File: src/rtl/cn2s_pkg.sv
// cn2s_pkg: widths, constants and the square-root cell payload type for
// the carrier-to-noise to SNR converter. No dependencies.

package cn2s_pkg;

  // Field widths
  localparam int unsigned CnW  = 16;
  localparam int unsigned SnrW = 16;

  // Offset removed from the raw reading, wraps modulo 2^16
  localparam logic [CnW-1:0] CnOffset = 16'd3000;

  // Square root: one result bit per cell, two radicand bits consumed per cell
  localparam int unsigned SqrtSteps = 16;
  localparam int unsigned RootW     = 16;
  localparam int unsigned RemW      = 18;

  // Polynomial datapath
  localparam int unsigned XW     = 31;  // powers x1..x5 stay below 2^31
  localparam int unsigned AccW   = 32;  // wrapping accumulator
  localparam int unsigned X1Shft = 15;  // x1 = root * 32768

  // Fixed-point coefficients, all below 2^31
  localparam logic [XW-1:0] PolyC0 = XW'((64'd58857 << 23) / 64'd1000);
  localparam logic [XW-1:0] PolyC1 = XW'((64'd89565 << 24) / 64'd1000);
  localparam logic [XW-1:0] PolyC2 = XW'((64'd88977 << 24) / 64'd1000);
  localparam logic [XW-1:0] PolyC3 = XW'((64'd50259 << 25) / 64'd1000);
  localparam logic [XW-1:0] PolyC4 = XW'((64'd14341 << 27) / 64'd1000);
  localparam logic [XW-1:0] PolyC5 = XW'((64'd16346 << 30) / 64'd10000);

  // Payload handed from one square-root cell to the next
  typedef struct packed {
    logic [CnW-1:0]   rad;   // radicand bits not yet consumed, MSBs first
    logic [RemW-1:0]  rem;   // partial remainder
    logic [RootW-1:0] root;  // partial root
  } sqrt_t;

endpackage

File: src/rtl/cn2s_sqrt_cell.sv
// cn2s_sqrt_cell: one registered step of the digit-by-digit square root,
// producing one root bit per cell. Depends on cn2s_pkg.

module cn2s_sqrt_cell import cn2s_pkg::*; (
  input  logic  clk_i,
  input  logic  rst_ni,
  input  logic  valid_i,
  output logic  ready_o,
  input  sqrt_t data_i,
  output logic  valid_o,
  input  logic  ready_i,
  output sqrt_t data_o
);

  logic              valid_q, valid_d;
  sqrt_t             data_q, data_d;
  logic [RemW+1:0]   rem_sh;
  logic [RemW+1:0]   trial;
  logic              take;

  assign ready_o = !valid_q || ready_i;
  assign take    = valid_i && ready_o;

  always_comb begin
    rem_sh = {data_i.rem, data_i.rad[CnW-1 -: 2]};
    trial  = (RemW+2)'({data_i.root, 2'b01});
    data_d.rad = {data_i.rad[CnW-3:0], 2'b00};
    if (rem_sh >= trial) begin
      data_d.rem  = RemW'(rem_sh - trial);
      data_d.root = {data_i.root[RootW-2:0], 1'b1};
    end else begin
      data_d.rem  = rem_sh[RemW-1:0];
      data_d.root = {data_i.root[RootW-2:0], 1'b0};
    end
    valid_d = ready_o ? valid_i : valid_q;
  end

  always_ff @(posedge clk_i or negedge rst_ni) begin
    if (!rst_ni) begin
      valid_q <= 1'b0;
    end else begin
      valid_q <= valid_d;
    end
  end

  always_ff @(posedge clk_i) begin
    if (take) begin
      data_q <= data_d;
    end
  end

  assign valid_o = valid_q;
  assign data_o  = data_q;

`ifndef NO_ASSERTIONS
  // A stalled stage keeps its item
  a_hold: assert property (@(posedge clk_i) disable iff (!rst_ni)
    valid_q && !ready_i |=> valid_q && $stable(data_q))
    else $error("sqrt cell lost or changed a stalled item");

  // Remainder never exceeds twice the partial root
  a_rem_bound: assert property (@(posedge clk_i) disable iff (!rst_ni)
    valid_q |-> (data_q.rem <= RemW'({data_q.root, 1'b0})))
    else $error("sqrt cell remainder out of range");

  // A drained stage with nothing arriving goes empty
  a_drain: assert property (@(posedge clk_i) disable iff (!rst_ni)
    valid_q && ready_i && !valid_i |=> !valid_q)
    else $error("sqrt cell repeated an item");
`endif

endmodule

File: config.mk
export PLATFORM = sky130hd
export DESIGN_NAME = cn2s_sqrt_cell
export DESIGN_NICKNAME = d
export VERILOG_FILES = /design/src/rtl/cn2s_pkg.sv /design/src/rtl/cn2s_sqrt_cell.sv
export SDC_FILE = /design/constraint.sdc
export NUM_CORES = 1
export LEC_CHECK = 0
export ABC_AREA = 1
export BUFFER_PORTS_ARGS = -buffer_cell sky130_fd_sc_hd__buf_2
export CAP_MARGIN = 25
export CORE_MARGIN = 4
export CORE_UTILIZATION = 45
export CTS_BUF_LIST = sky130_fd_sc_hd__clkbuf_16
export DETAILED_ROUTE_END_ITERATION = 10
export MAX_ROUTING_LAYER = met4
export PLACE_DENSITY = 0.78
export SETUP_SLACK_MARGIN = 0.15
export SYNTH_ARGS = -nofsm -noshare
export SYNTH_HDL_FRONTEND = slang
export SYNTH_SLANG_ARGS = --single-unit
File: constraint.sdc
create_clock -name clk_i -period 5.89 [get_ports clk_i]
set_input_delay 1.178 -clock clk_i [delete_from_list [all_inputs] [get_ports clk_i]]
set_output_delay 1.178 -clock clk_i [all_outputs]
set_load 0.02 [all_outputs]
=== Word-level counts from Yosys, hierarchy flattened ===
Cells that the tools add are included.

* Register bits after elaboration: 49
* Bits of input ports: 54
* Output and inout port bits: 52
* Logic and storage cells: 10

* $add $sub $neg: 1
* Magnitude comparators: 1
* Mux-type cells: 1
* Reduce and logical (&&, ||, !) cells: 3

{| class="wikitable"
|+ Operators with widths
! cell !! number
|-
| two-way mux 34 bit || 1
|-
| greater-or-equal comparator 20 x 18 -> 1 bit || 1
|-
| subtractor 18 bit || 1
|-
| logical AND 1 bit || 1
|-
| zero test 1 bit || 1
|-
| logical OR 1 bit || 1
|}

=== Depth between registers and ports, before layout ===
Gate-level depths: netlist of the first run.

* Depth in word-level cells: 3
* Gate-level depth with buffers: 14
* Mapped depth without buffers: 13

=== Worst setup path after synthesis of the first run ===
Ideal clock, no wire load.

* Kind: input port to flip-flop
* Start: in valid_i
* End: reg data_q, in the netlist data_o[0] (enable)
* Setup time: 0.470 ns
* Arrival time: 3.563 ns
* Data required time: 5.420 ns
* Path slack: 1.858 ns
* Cell stages on the path: 2
* Buffers on the path: 0
* Cells stage by stage: inv_1 > a21oi_1

* Word-level cells in the longest chain between the ends: 1

{| class="wikitable"
|+ RTL lines
! item !! line !! RTL
|-
| start, declared || cn2s_sqrt_cell.sv:7 || <nowiki>input logic valid_i,</nowiki>
|-
| logical AND 1 bit || cn2s_sqrt_cell.sv:22 || <nowiki>assign take = valid_i && ready_o;</nowiki>
|-
| via take || cn2s_sqrt_cell.sv:19 || <nowiki>logic take;</nowiki>
|-
| end signal, assigned || cn2s_sqrt_cell.sv:48 || <nowiki>data_q <= data_d;</nowiki>
|-
| end, declared || cn2s_sqrt_cell.sv:16 || <nowiki>sqrt_t data_q, data_d;</nowiki>
|}

The timed path passes the listed nets, and every way through them passes these cells.
A chain may end at the register's enable or synchronous reset.

==> reports/results.md, run 1 <==
• 0 — setup repair bufs after CTS
• 0.858 — weighted congestion reported at the end of routability-driven placement
• 5 — number of buffers created by CTS
• 59.5% — Layout Utilization
• buf_2, inv_1, ha_1, nand2_1, inv_1, nand2_1, nor2_1, nand2_1, nand3b_1, nand2_1, nand2_4, inv_4, nand2_1, nand2_1 — ordered cell list for the critical path
• 49 — total clock sinks
• 0 — count of endpoints failing hold in the final timing report
• 2.86 ns — time the worst path needs with I/O delays and setup
• built — clock tree from TritonCTS
• 1.88 nW — leakage power summed over all cells
• 5.93 ns — required time at the worst-slack endpoint
• 2930 um — detailed-routing wirelength on met1
• 49 — number of synthesized register bits
• 0.00779 mm2 — Die Outline Area
• 4 — DR pass1 iterations
• 103 — Port Buffer Count
• 2,299 — vias in the first global route
• 49 — maximum number of pins on one net before global-route repair
• 2 — clock tree buffer depth
• 29.7% — Sw Ratio
• 50.6% — post-synthesis sequential area ratio
• 0 — antenna fix cells
• 0.28 ns — latest clock arrival within the worst-skew pair
• 2.70 ns — worst setup timing slack at the placement stage
• 5290 um — HPWL after detailed placement
• in2reg — type of the worst setup path
• complete, no violations — outcome
• 0.36 ns — crit-path max cell delay
• 0.624 ns — worst slew pin tran
• 88.3 um — horizontal die dimension
• 0.932 mW — total power draw
• 25 — number of distinct library cells after synthesis
• 0.00610 mm2 — standard cell core area
• clkbuf_16 — CTS root buf
• ha_1 — CP max-delay cell
• 0 — Max Transition Viols Final
• 224 uV — worst vdd ir
• simple AND/OR/NAND/NOR gates — top cell family by delay on the critical path
• 45.5% — proportion of power drawn by flip-flops and latches
• 25.2% — Layout area overhead
• 30.3% — share of total power in the clock network
• 24.3% — power share of the combinational group
• 6720 um — WL final
• 88.3 um — DIE HEIGHT
• 585 um — routed length on met3
• 0 — count of nets left with antenna violations after detail routing
• 0 — number of max-cap violations
• 0.00290 mm2 — netlist area before placement
• 4 — buffers and inverters on the worst path
• 0.277 mW — sw power
• 28.8% — share of final-layout standard cells stronger than drive strength 1
• 0 — number of failing setup endpoints in the final timing report
• 13.1 um — Avg WL per Cell
• 21 — largest fanout on the critical path
• 0 — number of hold buffers added after cts
• 0.00773 ns — worst-case clock skew
• input pin — startpoint types
• 10,500 um — wire length of the first global-routing pass
• 8.78 um2 — average footprint of a synthesized cell
• 3.03 ns — crit path setup slack, layout
• 0 ns — setup TNS after final layout
• reg2reg — type of the tightest min-delay check
• 2.90 ns — Critical Path AT
• 330 — synthesized netlist cell count
• 509 — number of nets in the final layout
• 0.656 mW — Int Power
• 48.6% — final critical-path share of the clock period
• 0.349 GHz — Max Clk Rate
• nand2_1 — most frequent cell on the critical path
• 0 — GRT overflow
• 572 — count of filler cells inserted in the layout
• 4.79 — post-DR vias/cell
• 0.580 ns — final-layout worst hold slack
• 0.06 ns — clock transition time at the flip-flop clock pins of the worst setup and hold paths
• 137 — number of DRC violations after detailed-routing iteration 0
• 2 — maximum level of the CTS H-tree
• met4 — top layer in use
• 47.6% — Initial Util
• 28 — site row count
• 58.4% — remaining max-slew budget at the tightest pin
• no — RSZ-0062 raised after global routing
• 17.6% — overall fraction of global-route tracks in use
• 0 — detailed-route DRC error count
• 0 — antenna violations before repair
• 257 mW/mm2 — power density over cell area
• 2,459 — Via Count
• flip-flop — Worst Setup End Kind
• 3140 um — wire length on met2
• 0 — post-CTS resize count
• 0 — Synth Warn #
• 106 — ports placed on the boundary
per-layer routing:
layer / GRT usage [%] / vias up
met2: 28.5 / 79
met4: 3.57 / 0
met5: - / -
met1: 23.2 / 1112
li1: - / 1264
met3: 3.54 / 4
cell usage in the layout, fill, tap and decap left out, drive strengths merged, types with 5 or more instances in the layout:
master	count
clkbuf	5
a21oi	14
nand2	128
nor2	18
xor2	9
ha	18
inv	55
edfxtp	48
nand3b	7
nand3	17
buf	104
synthesized netlist by cell type:
cell type	instances	share of area, %
inv_4	1	0.22
nand2_4	1	0.39
buf_4	2	0.52
ha_1	18	7.8
inv_1	53	6.9
a21oi_1	14	2.4
nand3_2	6	2.1
nand4_1	1	0.22
xor2_1	8	2.4
dfrtp_1	1	0.86
nor2_1	16	2.1
nor3_1	2	0.35
o21bai_1	1	0.26
conb_1	1	0.13
buf_6	3	1.2
nand3_1	11	1.9
nand2_2	2	0.43
nand3b_1	7	1.8
edfxtp_1	48	50
o21ai_0	4	0.69
xnor2_1	1	0.30
a211oi_1	1	0.26
xor2_2	1	0.56
nand2_1	125	16
nor2_2	2	0.43
area by class of cell:
class / count / area (um2) / share of cell area, %
sequential: 49 / 1470 / 40.4
timing repair buffer: 104 / 523 / 14.4
inverter: 54 / 205 / 5.66
clock inverter: 3 / 21.3 / 0.586
clock buffer: 5 / 125 / 3.45
multi-input combinational: 223 / 1190 / 32.9
tap: 75 / 93.8 / 2.59
tightest hold or removal path, delay by kind of cell, from the launching register on:
family	cells	cell delay, ns
flip-flops	1	0.40
AND/OR/NAND/NOR	2	0.15
per-stage QoR:
step	area [um2]	cells
final	3630	513
after global routing	3630	513
after CTS	3630	513
after detailed placement	3480	505
after global placement	3480	505
after floorplan	2900	331
state kept, by name, indices dropped and copies added, names as in the netlist:
name	cells
valid_o	1
data_o	48
power by group through the flow:
stage          sequential [mW]  combinational, mW  clock, mW
5_1_grt                  0.426              0.254      0.307
3_5_place_dp             0.432              0.227          0
6_report                 0.424              0.226      0.282
2_1_floorplan            0.466              0.122          0
3_3_place_gp             0.431              0.223          0
4_1_cts                  0.424              0.228      0.291
kinds of logic (layout without fill, tap and decap cells):
group / Yosys count / after routing / share of synthesized area, %
buf+inv: 59 / 166 / 8.76
simple gates: 173 / 173 / 25.9
flops: 49 / 49 / 50.6
compound gates: 20 / 20 / 3.63
xor+xnor: 10 / 10 / 3.28
fa+ha+maj: 18 / 18 / 7.77
other cells: 1 / 2 / 0.129
worst paths after layout:
path                                startpoint                    to  slack [ns]  cells past startpoint
max                                  data_i[8]  data_o[28]$_DFFE_PP_        3.03                     14
min                        valid_o$_DFFE_PN0N_   valid_o$_DFFE_PN0N_        0.58                      2
max reg2reg                valid_o$_DFFE_PN0N_  data_o[11]$_DFFE_PP_        4.42                      2
min reg2reg                valid_o$_DFFE_PN0N_   valid_o$_DFFE_PN0N_        0.58                      2
max in group asynchronous               rst_ni   valid_o$_DFFE_PN0N_        5.15                      1
min in group asynchronous               rst_ni   valid_o$_DFFE_PN0N_        0.66                      1
(Power assumes the default switching activity.)
==> inputs of run 2 (changes only) <==
==> constraint.sdc (replaced) <==
create_clock -name clk_i -period 2.9 [get_ports clk_i]
set_input_delay 0.58 -clock clk_i [delete_from_list [all_inputs] [get_ports clk_i]]
set_output_delay 0.58 -clock clk_i [all_outputs]
set_load 0.02 [all_outputs]
==> run 2 against run 1 <==
Effect of this change: setup slack worse by 2.4 ns; power is 100% higher; cell area hardly changed; sequential power is 100% higher; wire length is 1.5% higher; non-clock buffer count stayed put; critical endpoint is now data_o[33]$_DFFE_PP_; largest power group unchanged.
==> reports/results.md, run 2 (same netlist as run 1, synthesis figures left out) <==
• 0.00779 mm2 — Die Outline Area
• 0.00119 mm2 — total area of multi-input combinational cells
• clkbuf_16 — CTS root buf
• 0 — count of endpoints failing hold in the final timing report
• 0.00552 ns — worst-case clock skew
• 4.79 — post-DR vias/cell
• 1.33 mW — Int Power
• 509 — number of nets in the final layout
• 1.88 nW — leakage power summed over all cells
• 30.2% — share of total power in the clock network
• 0.564 mW — sw power
• 0.839 — weighted congestion reported at the end of routability-driven placement
• 0.00147 mm2 — register cell area after layout
• 0 — antenna violations before repair
• 0.640 ns — worst slew pin tran
• complete, no violations — outcome
• 0.07 ns — clock transition time at the flip-flop clock pins of the worst setup and hold paths
• 125 x nand2_1, 103 x buf_2, 54 x inv_1 — most frequent cells in the layout
• 2.94 ns — required time at the worst-slack endpoint
• 88.3 um — DIE HEIGHT
• 88.3 um — horizontal die dimension
• 0.29 ns — latest clock arrival within the worst-skew pair
• 2,457 — Via Count
• 0 — detailed-route DRC error count
• 0 — number of failing setup endpoints in the final timing report
• 6820 um — WL final
• built — clock tree from TritonCTS
• 0 — antenna fix cells
• 2 — maximum level of the CTS H-tree
• 0 ns — setup TNS after final layout
• 2,310 — vias in the first global route
• 24.3% — power share of the combinational group
• 49 — total clock sinks
• 2 — clock tree buffer depth
• 45.5% — proportion of power drawn by flip-flops and latches
• 29.8% — Sw Ratio
• 79.7% — final critical-path share of the clock period
• input pin — startpoint types
• 28.5% — share of final-layout standard cells stronger than drive strength 1
• 5230 um — HPWL after detailed placement
• 0.433 GHz — Max Clk Rate
• 103 — Port Buffer Count
• 0 — number of max-cap violations
• 57.3% — remaining max-slew budget at the tightest pin
• 0 — post-CTS resize count
• 18.1% — overall fraction of global-route tracks in use
• 522 mW/mm2 — power density over cell area
• 0.589 ns — crit path setup slack, layout
• 47.6% — Initial Util
• 0 — setup repair bufs after CTS
• 25.1% — Layout area overhead
• in2async — type of the tightest min-delay check
• 13.3 um — Avg WL per Cell
• 106 — ports placed on the boundary
• 2.31 ns — time the worst path needs with I/O delays and setup
• 21 — largest fanout on the critical path
• 117 — number of DRC violations after detailed-routing iteration 0
• no — RSZ-0062 raised after global routing
• 2.35 ns — Critical Path AT
• 48 — flip-flop count of the largest register after layout
• flip-flop — Worst Setup End Kind
• 0 — count of nets left with antenna violations after detail routing
• 10,600 um — wire length of the first global-routing pass
• 4 — DR pass1 iterations
• 5 — number of buffers created by CTS
• 554 — count of filler cells inserted in the layout
• 0 — GRT overflow
• 264 uV — worst vdd ir
• 0 — number of hold buffers added after cts
• 0 — Max Transition Viols Final
• 0.00610 mm2 — standard cell core area
• 28 — site row count
• nand2_1 — most common cell after layout, fill and taps aside
• in2reg — type of the worst setup path
• 49 — maximum number of pins on one net before global-route repair
• 0.269 ns — worst setup timing slack at the placement stage
[run 2: changes by cell type in the layout (fill, tap and decap cells not counted)]
| cell | before | now |
|---|---|---|
| clkinv_2 | 1 | 0 |
| clkinvlp_4 | 1 | 2 |
| inv_1 | 53 | 54 |
| inv_6 | 1 | 0 |
[run 2: worst max-delay path: stages]
cell and delay [ns]:
buf_2 0.09, inv_1 0.04, ha_1 0.35, nand2_1 0.10
inv_1 0.10, nand2_1 0.06, nor2_1 0.10, nand2_1 0.06
nand3b_1 0.17, nand2_1 0.12, nand2_4 0.26, inv_4 0.16
nand2_1 0.09, nand2_1 0.07
[run 2: area by class of cell]
class                   count  area share, %
repair buffers            104           14.4
clock buffers               5           3.45
well taps                  75           2.59
inverters                  54           5.66
clock inverters             3          0.518
flip-flops and latches     49           40.4
multi-input cells         223           32.9
[run 2: routing by layer]
layer	share of wire [%]	vias to the layer above	wire length (um)	global-route usage, %
li1	-	1262	-	-
met1	44	1093	3020	22.9
met2	46	96	3140	29.6
met3	8.5	6	580	3.82
met4	1.1	0	78	4.95
met5	0	-	0	-
[run 2: worst paths after layout]
check,from,endpoint,slack [ns],depth (start not counted)
min in group clk_i,data_i[45],data_o[47]$_DFFE_PP_,0.47,1
worst max-delay path,data_i[7],data_o[33]$_DFFE_PP_,0.59,14
worst max register to register,valid_o$_DFFE_PN0N_,data_o[48]$_DFFE_PP_,1.40,2
max in group asynchronous,rst_ni,valid_o$_DFFE_PN0N_,2.76,1
worst min-delay path,rst_ni,valid_o$_DFFE_PN0N_,0.06,1
worst min register to register,valid_o$_DFFE_PN0N_,valid_o$_DFFE_PN0N_,0.60,2
[run 2: metrics by stage]
step	area (um2)	hold WS, ns	utilization (%)	instances	power, mW
final	3630	0.0568	59.5	513	1.89
after global routing	3630	0.0506	59.5	513	2.00
after CTS	3630	0.0508	59.5	513	1.91
after detailed placement	3480	0.358	57.1	505	1.34
after global placement	3480	0.354	57.1	505	1.32
after floorplan	2910	0.284	-	331	1.19
[run 2: power by group through the flow]
stage	clock, mW	combinational [mW]	sequential, mW
finish	0.571	0.460	0.861
detailed placement	0	0.461	0.876
CTS	0.587	0.463	0.861
global route	0.618	0.514	0.864
floorplan	0	0.249	0.945
global placement	0	0.449	0.875
==> inputs of run 3 (changes only) <==
==> constraint.sdc (replaced) <==
create_clock -name clk_i -period 2.3 [get_ports clk_i]
set_input_delay 0.46 -clock clk_i [delete_from_list [all_inputs] [get_ports clk_i]]
set_output_delay 0.46 -clock clk_i [all_outputs]
set_load 0.02 [all_outputs]
==> run 3 against run 2 <==
Effect of this change: count of clock-buffer cells in the layout unchanged; hold slack improved by 0.29 ns; global-route usage increased by 0.96 points; via count increased by 1.4%; utilization increased by 3.6 points; highest routed layer unchanged.
==> reports/results.md, run 3 (same netlist as run 1, synthesis figures left out) <==
• 88.3 um — DIE HEIGHT
• 2.34 ns — required time at the worst-slack endpoint
• 2,492 — Via Count
• data_o[27]$_DFFE_PP_ — Critical R2R Capture
• 106 — ports placed on the boundary
• 0.33 ns — crit-path max cell delay
• 31.5% — share of final-layout standard cells stronger than drive strength 1
• 2 — clock tree buffer depth
• 0 — detailed-route DRC error count
• 49 — maximum number of pins on one net before global-route repair
• valid_o$_DFFE_PN0N_ — launch point of the worst reg-to-reg path
• ha_1 — CP max-delay cell
• 2 — Worst Reg2Reg Path Length in Cells
• 2,435 — vias in the first global route
• 48 — flip-flop count of the largest register after layout
• 0.852 — weighted congestion reported at the end of routability-driven placement
• 1.09 ns — worst reg-to-reg setup slack
• 11,200 um — wire length of the first global-routing pass
• complete, no violations — outcome
• 0 — antenna fix cells
• simple AND/OR/NAND/NOR gates — top cell family by delay on the critical path
• 5470 um — HPWL after detailed placement
• 0.713 mW — sw power
• 14 — Crit. path cell count
• 661 mW/mm2 — power density over cell area
• 0.00779 mm2 — Die Outline Area
• 6860 um — WL final
• 12.9 um — Avg WL per Cell
• 528 — number of nets in the final layout
• in2reg — type of the worst setup path
• 5 — number of buffers created by CTS
• 2 — maximum level of the CTS H-tree
• 0.513 GHz — Max Clk Rate
• nand2_1 — most common cell after layout, fill and taps aside
• 0.350 ns — crit path setup slack, layout
• 0.06 ns — clock transition time at the flip-flop clock pins of the worst setup and hold paths
• 1.95 ns — time the worst path needs with I/O delays and setup
• 0 — number of max-cap violations
• 103 — Port Buffer Count
• 28 — site row count
• no — RSZ-0062 raised after global routing
• in2reg — type of the tightest min-delay check
• 0.00610 mm2 — standard cell core area
• built — clock tree from TritonCTS
• 42.7% — proportion of power drawn by flip-flops and latches
• 523 — number of placed cells counting well taps
• nand2_1 — most frequent cell on the critical path
• data_i[5] — startpoint of the most critical setup path
• 88.3 um — horizontal die dimension
• 32.2% — share of total power in the clock network
• 2.00 nW — leakage power summed over all cells
• 32.7% — Layout area overhead
• 63.1% — Layout Utilization
• 28.0% — Sw Ratio
• 0 — number of failing setup endpoints in the final timing report
• buf_2, inv_1, ha_1, nand2_1, inv_1, nand2_1, nor2_1, nand2_1, nand3b_1, nand2_2, nand2_4, inv_4, nand2_1, nand2_1 — ordered cell list for the critical path
• 0.00592 ns — worst-case clock skew
• 0 ns — setup TNS after final layout
• 0.29 ns — latest clock arrival within the worst-skew pair
• 84.8% — final critical-path share of the clock period
• 0 — antenna violations before repair
• 0 — setup repair bufs after CTS
• 1.83 mW — Int Power
• 124 x nand2_1, 103 x buf_2, 53 x inv_1 — most frequent cells in the layout
• 0 — count of nets left with antenna violations after detail routing
• 4 — buffers and inverters on the worst path
• 4.68 — post-DR vias/cell
• data_o[24]$_DFFE_PP_ — termination of the worst setup path
• 0 — GRT overflow
• flip-flop — Worst Setup End Kind
• 16 — largest fanout on the critical path
• 1.99 ns — Critical Path AT
• clkbuf_16 — CTS root buf
• 47.6% — Initial Util
• 4 — DR pass1 iterations
• 0.0337 ns — worst setup timing slack at the placement stage
• 25.1% — power share of the combinational group
• 0 — Max Transition Viols Final
• 0 — count of endpoints failing hold in the final timing report
• 405 uV — worst vdd ir
• 93 — number of DRC violations after detailed-routing iteration 0
• 532 — Final Non-Filler Cells
• 19.1% — overall fraction of global-route tracks in use
• input pin — startpoint types
• 49 — total clock sinks
• 2.54 mW — total power draw
[run 3: cell count changes in the layout (fill, tap and decap cells not counted), sizes merged]
cell / change
clkinvlp: -1
dlygate4sd3: +1
bufinv: +1
buf: +18
clkinv: +1
inv: -1
[run 3: per-stage QoR]
stage               hold slack [ns]  instance area [um2]
floorplan                     0.164                 2910
global placement              0.234                 3670
detailed placement            0.235                 3670
CTS                           0.345                 3840
global route                  0.346                 3850
finish                        0.352                 3850
[run 3: final cells by class]
class	count	area, um2
tap	75	93.8
timing repair buffer	123	718
clock inverter	3	41.3
sequential	49	1470
multi-input combinational	223	1200
inverter	54	205
clock buffer	5	125
fill	561	2250
[run 3: timing repair]
item / CTS / global route
hold endpoints to repair: 1 / 0
setup endpoints to repair: 0 / 6
gates resized for setup: 0 / 1
hold buffers: 1 / 0
[run 3: how the worst min path moves through the flow]
stage               start              endpoint  slack, ns  cells after the start
6_report       data_i[47]  data_o[49]$_DFFE_PP_       0.35                      1
5_1_grt        data_i[45]  data_o[47]$_DFFE_PP_       0.35                      1
4_1_cts        data_i[35]  data_o[37]$_DFFE_PP_       0.35                      1
3_5_place_dp       rst_ni   valid_o$_DFFE_PN0N_       0.24                      1
3_3_place_gp       rst_ni   valid_o$_DFFE_PN0N_       0.23                      1
2_1_floorplan      rst_ni   valid_o$_DFFE_PN0N_       0.16                      0
[run 3: power groups by stage]
stage / sequential, mW / clock, mW / combinational, mW
after floorplan: 1.19 / 0 / 0.315
after global placement: 1.10 / 0 / 0.625
after detailed placement: 1.10 / 0 / 0.639
after CTS: 1.08 / 0.842 / 0.643
after global routing: 1.09 / 0.887 / 0.716
final: 1.08 / 0.820 / 0.638
[run 3: layer usage]
layer  GRT usage [%]  routed length, um  vias up
li1                -                  -     1303
met1            24.1               2950     1102
met2            31.9               3310       83
met3            2.98                564        4
met4            5.36                 41        0
met5               -                  0        -
[run 3: worst reg2reg max path: stages (launching register included)]
cell and delay, ns:
dfrtp_1 0.42, a21oi_4 0.18, buf_12 0.27
